--- src/rtl/cstrip_pkg.sv ---
`timescale 1ns / 1ps

package cstrip_pkg;

   // Number of entries used in each of the block and line opener tables (1 or 2).
   localparam int NUM_VARIANTS = 2;

   // Result queue depth; a power of two, at least 4.
   localparam int FIFO_DEPTH = 4;

   localparam logic [7:0] NEWLINE_BYTE = 8'h0A;

   // Configuration register indexes.
   localparam logic [2:0] REG_BLOCK_A      = 3'd0;
   localparam logic [2:0] REG_LINE_A       = 3'd2;
   localparam logic [2:0] REG_DFLT_BLOCK   = 3'd4;
   localparam logic [2:0] REG_DFLT_LINE    = 3'd5;

   localparam logic [23:0] DFLT_BLOCK_RESET = 24'h002A2F;
   localparam logic [15:0] DFLT_LINE_RESET  = 16'h2F2F;

   typedef enum logic [1:0] {
      MODE_TEXT  = 2'd0,
      MODE_LINE  = 2'd1,
      MODE_BLOCK = 2'd2
   } mode_type;

   typedef struct packed {
      mode_type    mode;
      logic [23:0] variant;
   } scan_type;

   typedef struct packed {
      logic [NUM_VARIANTS-1:0][23:0] block_op;
      logic [NUM_VARIANTS-1:0][15:0] line_op;
      logic [23:0]                   dflt_block;
      logic [15:0]                   dflt_line;
   } cfg_type;

   typedef struct packed {
      logic       valid;
      logic [7:0] data;
      logic       last;
      logic       err;
   } result_type;

endpackage

--- src/rtl/comment_stripper.sv ---
`timescale 1ns / 1ps

// Channel  Direction  Handshake               Payload
// req      in         req_valid / req_stall   req_in_byte, req_in_last
// rsp      out        rsp_valid / rsp_stall   rsp_out_valid, rsp_out_byte, rsp_out_end,
//                                             rsp_unclosed_error
// csr      in         csr_valid / csr_ready   csr_index, csr_data
//
// At most one req beat is accepted per cycle, none while req_stall is high. Each byte is
// judged against the one held from the previous beat in the same cycle; results are
// registered into a 4-entry result queue, so an rsp beat can show in the cycle after the
// acceptance that raised it. A last beat may raise two; req_stall rises while the queue
// lacks room for two. Synchronous reset clears scan state and queue, resets registers.

module comment_stripper (
   input  logic        clock,
   input  logic        reset,
   input  logic        req_valid,
   output logic        req_stall,
   input  logic [7:0]  req_in_byte,
   input  logic        req_in_last,
   output logic        rsp_valid,
   input  logic        rsp_stall,
   output logic        rsp_out_valid,
   output logic [7:0]  rsp_out_byte,
   output logic        rsp_out_end,
   output logic        rsp_unclosed_error,
   input  logic        csr_valid,
   output logic        csr_ready,
   input  logic [2:0]  csr_index,
   input  logic [23:0] csr_data
);
   import cstrip_pkg::*;

   // configuration registers
   cfg_type     cfg_ff;

   // scan state and the lookahead byte
   scan_type    scan_ff, scan_in;
   logic [7:0]  held_ff;
   logic        held_valid_ff, held_valid_in;
   logic        drop_ff, drop_in;

   logic        accept;
   logic        judge_held;
   scan_type    st1_raw, st1, st2_raw, st_end;
   logic        kept1_raw, sw1_raw, kept1, sw1;
   logic        kept2_raw, sw2_unused_ok, kept2;
   logic        end_err;

   result_type  r_held, r_end, push_a, push_b, head;
   logic [1:0]  push_cnt;
   logic        q_not_empty, q_almost_full;

   assign csr_ready = 1'b1;
   assign accept    = req_valid && !req_stall;
   assign req_stall = q_almost_full;

   // Judge the held byte, with the new byte as its successor.
   assign judge_held = held_valid_ff && !drop_ff;

   cstrip_judge u_judge_held (
      .cfg      (cfg_ff),
      .st_in    (scan_ff),
      .cur      (held_ff),
      .nxt      (req_in_byte),
      .has_next (1'b1),
      .st_out   (st1_raw),
      .kept     (kept1_raw),
      .swallow  (sw1_raw)
   );

   assign st1   = judge_held ? st1_raw : scan_ff;
   assign kept1 = judge_held && kept1_raw;
   assign sw1   = judge_held && sw1_raw;

   // Judge the last byte with no successor, unless the held byte swallowed it.
   cstrip_judge u_judge_last (
      .cfg      (cfg_ff),
      .st_in    (st1),
      .cur      (req_in_byte),
      .nxt      (8'd0),
      .has_next (1'b0),
      .st_out   (st2_raw),
      .kept     (kept2_raw),
      .swallow  (sw2_unused_ok)
   );

   assign st_end  = sw1 ? st1 : st2_raw;
   assign kept2   = !sw1 && kept2_raw && !sw2_unused_ok;
   assign end_err = (st_end.mode == MODE_BLOCK) && (st_end.variant[15:8] != 8'd0);

   always_comb begin
      r_held.valid = 1'b1;
      r_held.data  = held_ff;
      r_held.last  = 1'b0;
      r_held.err   = 1'b0;
      r_end.valid  = kept2;
      r_end.data   = kept2 ? req_in_byte : 8'd0;
      r_end.last   = 1'b1;
      r_end.err    = end_err;
   end

   // Pack the beats of this input into the queue, held byte first.
   always_comb begin
      push_a   = r_end;
      push_b   = r_end;
      push_cnt = 2'd0;
      if (accept) begin
         if (req_in_last) begin
            if (kept1) begin
               push_a   = r_held;
               push_cnt = 2'd2;
            end else begin
               push_cnt = 2'd1;
            end
         end else if (kept1) begin
            push_a   = r_held;
            push_cnt = 2'd1;
         end
      end
   end

   // Advance the scan state; drop everything back to reset after the stream ends.
   always_comb begin
      scan_in       = scan_ff;
      held_valid_in = held_valid_ff;
      drop_in       = drop_ff;
      if (accept) begin
         if (req_in_last) begin
            scan_in.mode    = MODE_TEXT;
            scan_in.variant = 24'd0;
            held_valid_in   = 1'b0;
            drop_in         = 1'b0;
         end else begin
            scan_in       = st1;
            held_valid_in = 1'b1;
            drop_in       = sw1;
         end
      end
   end

   always_ff @(posedge clock) begin
      if (reset) begin
         scan_ff.mode    <= MODE_TEXT;
         scan_ff.variant <= 24'd0;
         held_valid_ff   <= 1'b0;
         drop_ff         <= 1'b0;
      end else begin
         scan_ff       <= scan_in;
         held_valid_ff <= held_valid_in;
         drop_ff       <= drop_in;
      end
   end

   // hold the lookahead byte
   always_ff @(posedge clock) begin
      if (accept && !req_in_last) held_ff <= req_in_byte;
   end

   // Configuration writes; indexes beyond the list fall through untouched.
   always_ff @(posedge clock) begin
      if (reset) begin
         cfg_ff.block_op   <= '0;
         cfg_ff.line_op    <= '0;
         cfg_ff.dflt_block <= DFLT_BLOCK_RESET;
         cfg_ff.dflt_line  <= DFLT_LINE_RESET;
      end else if (csr_valid && csr_ready) begin
         for (int i = 0; i < NUM_VARIANTS; i++) begin
            if (csr_index == REG_BLOCK_A + 3'(i)) cfg_ff.block_op[i] <= csr_data;
            if (csr_index == REG_LINE_A + 3'(i))  cfg_ff.line_op[i]  <= csr_data[15:0];
         end
         if (csr_index == REG_DFLT_BLOCK) cfg_ff.dflt_block <= csr_data;
         if (csr_index == REG_DFLT_LINE)  cfg_ff.dflt_line  <= csr_data[15:0];
      end
   end

   cstrip_fifo u_fifo (
      .clock       (clock),
      .reset       (reset),
      .push_cnt    (push_cnt),
      .push_a      (push_a),
      .push_b      (push_b),
      .pop         (q_not_empty && !rsp_stall),
      .head        (head),
      .not_empty   (q_not_empty),
      .almost_full (q_almost_full)
   );

   assign rsp_valid          = q_not_empty;
   assign rsp_out_valid      = head.valid;
   assign rsp_out_byte       = head.data;
   assign rsp_out_end        = head.last;
   assign rsp_unclosed_error = head.err;

endmodule

--- src/rtl/cstrip_judge.sv ---
`timescale 1ns / 1ps

module cstrip_judge (
   input  cstrip_pkg::cfg_type  cfg,
   input  cstrip_pkg::scan_type st_in,
   input  logic [7:0]           cur,
   input  logic [7:0]           nxt,
   input  logic                 has_next,
   output cstrip_pkg::scan_type st_out,
   output logic                 kept,
   output logic                 swallow
);
   import cstrip_pkg::*;

   typedef struct packed {
      logic     hit;
      scan_type st;
      logic     swallow;
   } hit_type;

   function automatic logic opener_hit(logic [15:0] op, logic [7:0] c, logic [7:0] n,
                                       logic hn);
      return (op[7:0] != 8'd0) && (c == op[7:0]) &&
             ((op[15:8] == 8'd0) || (hn && (n == op[15:8])));
   endfunction

   // Try openers in priority order: block table, line table, default block, default line.
   function automatic hit_type search_open(cfg_type c, logic [7:0] b, logic [7:0] n,
                                           logic hn);
      hit_type r;
      r.hit        = 1'b0;
      r.st.mode    = MODE_TEXT;
      r.st.variant = 24'd0;
      r.swallow    = 1'b0;
      for (int i = 0; i < NUM_VARIANTS; i++) begin
         if (!r.hit && opener_hit(c.block_op[i][15:0], b, n, hn)) begin
            r.hit        = 1'b1;
            r.st.mode    = MODE_BLOCK;
            r.st.variant = c.block_op[i];
            r.swallow    = c.block_op[i][15:8] != 8'd0;
         end
      end
      for (int i = 0; i < NUM_VARIANTS; i++) begin
         if (!r.hit && opener_hit(c.line_op[i], b, n, hn)) begin
            r.hit        = 1'b1;
            r.st.mode    = MODE_LINE;
            r.st.variant = {8'd0, c.line_op[i]};
            r.swallow    = c.line_op[i][15:8] != 8'd0;
         end
      end
      if (!r.hit && opener_hit(c.dflt_block[15:0], b, n, hn)) begin
         r.hit        = 1'b1;
         r.st.mode    = MODE_BLOCK;
         r.st.variant = c.dflt_block;
         r.swallow    = c.dflt_block[15:8] != 8'd0;
      end
      if (!r.hit && opener_hit(c.dflt_line, b, n, hn)) begin
         r.hit        = 1'b1;
         r.st.mode    = MODE_LINE;
         r.st.variant = {8'd0, c.dflt_line};
         r.swallow    = c.dflt_line[15:8] != 8'd0;
      end
      return r;
   endfunction

   hit_type     srch;
   logic [7:0]  close_o2;
   logic [7:0]  close_fin;

   assign srch      = search_open(cfg, cur, nxt, has_next);
   assign close_o2  = st_in.variant[15:8];
   assign close_fin = (st_in.variant[23:16] == 8'd0) ? st_in.variant[7:0]
                                                     : st_in.variant[23:16];

   always_comb begin
      st_out  = st_in;
      kept    = 1'b0;
      swallow = 1'b0;
      case (st_in.mode)
         MODE_BLOCK: begin
            if (close_o2 == 8'd0) begin
               if (cur == close_fin) st_out.mode = MODE_TEXT;
            end else if (has_next && (cur == close_o2) && (nxt == close_fin)) begin
               st_out.mode = MODE_TEXT;
               swallow     = 1'b1;
            end
         end
         MODE_LINE: begin
            if (cur == NEWLINE_BYTE) begin
               // newline closes the comment and is judged again as text
               st_out.mode = srch.st.mode;
               if (srch.hit) st_out.variant = srch.st.variant;
               kept    = !srch.hit;
               swallow = srch.swallow;
            end else if (!has_next) begin
               st_out.mode = MODE_TEXT;
            end
         end
         default: begin
            st_out.mode = srch.st.mode;
            if (srch.hit) st_out.variant = srch.st.variant;
            kept    = !srch.hit;
            swallow = srch.swallow;
         end
      endcase
   end

endmodule

--- src/rtl/cstrip_fifo.sv ---
`timescale 1ns / 1ps

module cstrip_fifo (
   input  logic                   clock,
   input  logic                   reset,
   input  logic [1:0]             push_cnt,
   input  cstrip_pkg::result_type push_a,
   input  cstrip_pkg::result_type push_b,
   input  logic                   pop,
   output cstrip_pkg::result_type head,
   output logic                   not_empty,
   output logic                   almost_full
);
   import cstrip_pkg::*;

   localparam int PTR_W = $clog2(FIFO_DEPTH);
   localparam int CNT_W = $clog2(FIFO_DEPTH + 1);

   result_type       mem_ff [FIFO_DEPTH];
   logic [PTR_W-1:0] wr_ff, wr_in;
   logic [PTR_W-1:0] rd_ff, rd_in;
   logic [CNT_W-1:0] count_ff, count_in;

   assign wr_in    = wr_ff + PTR_W'(push_cnt);
   assign rd_in    = rd_ff + PTR_W'(pop);
   assign count_in = count_ff + CNT_W'(push_cnt) - CNT_W'(pop);

   assign head        = mem_ff[rd_ff];
   assign not_empty   = count_ff != CNT_W'(0);
   // leave room for the two beats one input can raise
   assign almost_full = count_ff > CNT_W'(FIFO_DEPTH - 2);

   always_ff @(posedge clock) begin
      if (reset) begin
         wr_ff    <= '0;
         rd_ff    <= '0;
         count_ff <= '0;
      end else begin
         wr_ff    <= wr_in;
         rd_ff    <= rd_in;
         count_ff <= count_in;
      end
   end

   always_ff @(posedge clock) begin
      if (push_cnt != 2'd0) mem_ff[wr_ff] <= push_a;
      if (push_cnt == 2'd2) mem_ff[wr_ff + PTR_W'(1)] <= push_b;
   end

endmodule

--- config.mk ---
export PLATFORM = sky130hd
export DESIGN_NAME = comment_stripper
export DESIGN_NICKNAME = d
export VERILOG_FILES = /design/src/rtl/cstrip_pkg.sv /design/src/rtl/comment_stripper.sv /design/src/rtl/cstrip_judge.sv /design/src/rtl/cstrip_fifo.sv
export SDC_FILE = /design/constraint.sdc
export NUM_CORES = 1
export LEC_CHECK = 0
export BUFFER_PORTS_ARGS = -buffer_cell sky130_fd_sc_hd__buf_2
export CAP_MARGIN = 20
export CORE_MARGIN = 4
export CORE_UTILIZATION = 40
export DETAILED_ROUTE_END_ITERATION = 8
export MAX_ROUTING_LAYER = met4
export PLACE_DENSITY_LB_ADDON = 0.05
export RECOVER_POWER = 50
export SYNTH_ARGS = -nofsm -noshare
export SYNTH_HDL_FRONTEND = slang
export SYNTH_SLANG_ARGS = --single-unit
--- constraint.sdc ---
create_clock -name clock -period 4.1 [get_ports clock]
set_input_delay 0.615 -clock clock [delete_from_list [all_inputs] [get_ports clock]]
set_output_delay 0.615 -clock clock [all_outputs]
set_load 0.02 [all_outputs]
# Word level (Yosys, flattened, before mapping)
# Memories as Yosys holds them, arrays and structs flattened. A register that Yosys moved wholly into a read port is not among the register bits.
# Cells that the tools add are included.
# W data, S select, Z words.
# word_totals
rom_bits	0
elab_cells	212
inputBits	41
output_inout_bits	14
n_memories	1
ramBits	44
regBits	163
latchBits	0
# classes
div_mod_pow	0
n_eq_ne	35
n_mux	56
n_bitwise	0
order_cmp	1
add_sub_neg	5
multipliers	0
reduce_logical	100
n_shift	0
# memory_table
name	depth	width	rd	rd_clocked_by_memory_dff	wr	line	rtl
u_fifo.mem_ff	4	11	1	1	2	cstrip_fifo.sv:19	result_type mem_ff [FIFO_DEPTH];
# op_table
operator	count
$mux W28	12
$eq A8 B8 Y1	22
$reduce_bool A8 Y1	13
$mux W24	4
$pmux W24 S2	2
$logic_not A8 Y1	10
$mux W26	3
$logic_and A1 B1 Y1	44
$mux W8	3
$mux W11	2
$mux W2	11
$logic_not A1 Y1	18
$eq A8 B4 Y1 const B	2
$mux W1	13
$reduce_and A2 Y1	6
$eq A2 B2 Y1 const B	4
$pmux W1 S2	4
$pmux W2 S2	2
$eq A3 B2 Y1 const B	2
$eq A3 B3 Y1 const B	2
$logic_or A1 B1 Y1	6
$eq A2 B1 Y1 const B	2
$add A3 B2 Y3	1
$eq A3 B1 Y1 const B	1
8 further kinds	8

# Depth between registers and ports, before layout
# logic_depth
ltp_word	34
ltp_mapped	20
depth_no_buf	18

# By module
# Synthesis repeated with hierarchy kept, for this count alone.
# unflattened
hier_cells	1890
area_unflattened_um2	15648.8
# modules_own_cells
mod	cells_per_inst	seq_area_each_um2	area_each_um2	instances
comment_stripper	707	3203.1	6160.9	1
cstrip_judge at u_judge_last	514	0.0	3473.3	1
cstrip_judge at u_judge_held	520	0.0	3362.0	1
cstrip_fifo	149	1461.4	2652.5	1

# Worst setup path after synthesis
# Ideal clock, no wire load.
# synth_timing
path_type	input-to-reg
from	in req_in_byte[4]
to	mem u_fifo.mem_ff[1][4] in the netlist's numbering (data pin)
path_stages	19
setup_slack_ns	-0.038
t_required_ns	3.968
arrival_ns	4.006
path_cell_list	buf_2 > xor2_1 > nor4_1 > a21boi_1 > nor2_1 > clkbuf_1 > nor2_1 > a21oi_1 > o22ai_1 > inv_1 > ha_1 > nor4b_1 > nand3b_1 > nor4b_1 > o211ai_1 > nor2_2 > and2_1 > buf_2 > a22o_1
# synth_rtl
element	line	rtl
from (decl)	comment_stripper.sv:20	input logic [7:0] req_in_byte,
to (decl)	cstrip_fifo.sv:19	

==> results.md <==
- WS Path Type: register to register
- Post-synth net total: 1,542
- Clock network fraction of total power: 0.397
- Layout Nets: 1,679
- Drt pass-1 iters: 5
- Slew @ Worst Pin: 1087 ps
- Initial Utilization: 0.4040
- Mean Syn Cell Area: 8.272 µm²
- Number of flops mapped to enable cells by yosys: 48
- N_diodes: 0
- Vias in the first global route: 11,499
- Most frequent cell after synthesis: nand2_1
- Crit path DAT: 4350 ps
- Sw Share: 0.3044
- Share of the synthesized area in the top cell type: 0.2582
- Largest area contributor in the netlist: dfxtp_1
- Synth Register Bits: between 200 and 250
- CTS Root Cell: clkbuf_16
- Slew headroom: 0.2736
- Die W: about 180 µm
- Share of flip-flops with an asynchronous set or reset: 0
- Cells after Synth: 1,490
- CP Capture Type: register
- WP data required: between 4000 and 5000 ps
- CTS tree: built
- Clock latency on the worst-skew pair: 560 ps
- Final global-route overflow total: 0
- Fin crit period: a little over 4000 ps
- Synth area leaders: dfxtp_1 26%, edfxtp_1 12%, nand2_1 9.4%
- DPL Wire Length: 38.46 mm
- CP Launch Type: register
- Leakage power: 5.424 nW
- Cell variety after synth: 89
- Clk buf depth: 3
- P_sw: about 1.8 mW
- VDD IR-drop max: roughly 270 µV
- DRT antenna net count: 0
- Layout area overhead: 20.38%
- GP Congestion: 0.9860
- Total die area: 33,690 µm²
- Drt via density: roughly 5.9
- Area of the core: 30,510 µm²
- Max Clk Rate: ~250 MHz
- WL/cell: 24.64 µm
- Power per cell area: 392.6 nW/µm²
- GR Util All Layers: 0.3025
- CTS buffer count: 25
- Peak fanout along the critical path: 4
- Sequential share of the synthesized area: 0.3752
- Initial antenna violation count: 0
- Final Hold Fails: 0
- Outcome: completed
- Die height: 183.5 µm
- RSZ-0062 raised after global routing: no
- Clock sink total: 207
- Slew Viols, Final: 0
- Synth Flop Type: dfxtp_1
- Wirelength, routed: 50.30 mm
- Hold Path Stages: 3
- Int Power: 4.052 mW
- Synth top cells by count: 308 x nand2_1, 161 x a21oi_1, 159 x dfxtp_1
- Final period utilization: 0.9847
- Worst Clk Skew: roughly 21 ps
- Post-CTS Hold Fix Bufs: 0
- Gate power share: 0.201
- Synth Warn #: 0
- Fin worst setup slack: 62.93 ps
- Worst slack, placed: -54.80 ps
- Hold Path Class: input pin to register
- DRT iter0 DRCs: 1,112
- DRC viols: 0
- Synthesized area: ~12,000 µm²
- Sequential Power Share: 0.402
- Max-cap check violation count: 0
- Vias after detailed routing: ~12,000
- Reg clk slew, reported paths: 60 ps
- First-pass GRT wire length: 75.47 mm
- Rows: 64
- H-tree depth: 1
- Reg2Reg Depth: 13
- # IOs: 55
- I/O Buffers: 53
- Final setup viols: 0
- Layout cells sized above 1: 0.1812
- Min Hold Slack: 331.4 ps
- Largest net degree at the start of global routing: 72
## layer usage
layer  GRT usage  vias to the layer above  share of wire
li1            -                     5592              -
met1      0.4152                     5831           0.44
met2      0.4773                      473           0.46
met3     0.02731                      102          0.063
met4     0.09088                        0          0.036
met5           -                        -              0
## cell type report
| cell class | instances | area, µm² |
|---|---|---|
| fillers | 3059 | 15670 |
| clock inverters | 13 | 162.7 |
| clock buffers | 32 | 671.9 |
| flip-flops and latches | 207 | 4624 |
| multi-input cells | 1168 | 7291 |
| inverters | 16 | 60.06 |
| well taps | 396 | 495.5 |
| repair buffers | 209 | 1533 |
## worst max-delay path: stages (launching register included)
cell and delay (ps):
edfxtp_1 470, buf_4 190, buf_4 130, xor2_1 140
or4_1 470, or4b_1 600, a2111oi_2 310, nor3_1 70
a221o_1 350, and4b_1 220, nand3b_1 200, nand4b_1 250
buf_4 200, and4_1 190
## through the flow
stage          cells  power, mW    util  area [µm²]  TNS [ps]
2_1_floorplan   1490      3.083       -       12330         0
3_3_place_gp    1979      3.529  0.4511       13760    -853.8
3_5_place_dp    1982      3.539  0.4531       13820    -541.2
4_1_cts         2027      5.839  0.4805       14660         0
5_1_grt         2041      6.061  0.4863       14840         0
6_report        2041      5.825  0.4863       14840         0
## cell usage in the layout (no fill, tap or decap), drive strengths merged, types with 11 or more instances in the layout
| cell | Yosys | routed |
|---|---|---|
| nand2 | 308 | 308 |
| buf | 35 | 200 |
| a21oi | 162 | 162 |
| dfxtp | 159 | 159 |
| xnor2 | 114 | 114 |
| nor2 | 81 | 81 |
| xor2 | 59 | 59 |
| edfxtp | 48 | 48 |
| o21ai | 45 | 45 |
| clkbuf | 64 | 41 |
| nor4 | 36 | 36 |
| nand3 | 34 | 34 |
| a22o | 32 | 32 |
| nand4 | 30 | 30 |
| nor3 | 20 | 20 |
| inv | 16 | 19 |
| or4 | 15 | 15 |
| and3 | 14 | 14 |
| a22oi | 14 | 14 |
| nor2b | 13 | 13 |
| and2 | 13 | 13 |
| o22ai | 12 | 12 |
| mux4 | 11 | 11 |
| or3 | 11 | 11 |
## power by group through the flow
stage / logic (mW) / registers (mW) / clock network (mW)
2_1_floorplan: 0.777 / 2.31 / 0
3_3_place_gp: 1.14 / 2.39 / 0
3_5_place_dp: 1.15 / 2.39 / 0
4_1_cts: 1.15 / 2.35 / 2.34
5_1_grt: 1.27 / 2.36 / 2.43
6_report: 1.17 / 2.34 / 2.31
## path summary, 6_finish.rpt
path / from / to / slack, ps
min: csr_data[22] / cfg_ff[118] / 330
max reg2reg: held_ff[7] / u_fifo.mem_ff[0][0] / 60
max: held_ff[7] / u_fifo.mem_ff[0][0] / 60
min reg2reg: cfg_ff[117] / cfg_ff[117] / 450
## registers in the layout, summed over array words and instances (netlist names)
register,cells
held_ff,8
drop_ff,1
u_fifo.rd_ff,2
held_valid_ff,1
scan_ff,26
cfg_ff,120
u_fifo.wr_ff,2
u_fifo.mem_ff,44
u_fifo.count_ff,3
## logic make-up after synthesis
group / count (synthesis) / share of synthesized area
simple gates: 619 / 0.2445
compound gates: 345 / 0.1767
flops: 207 / 0.3752
xor+xnor: 173 / 0.1235
buf+inv: 115 / 0.04121
mux: 19 / 0.02670
fa+ha+maj: 11 / 0.01178
other cells: 1 / 0.0003042
## timing repair
action	in CTS	in global routing
endpoints found under the setup margin	0	43
setup buffers	0	12
resized for setup	0	22
Power figures use the tool's default switching activity.
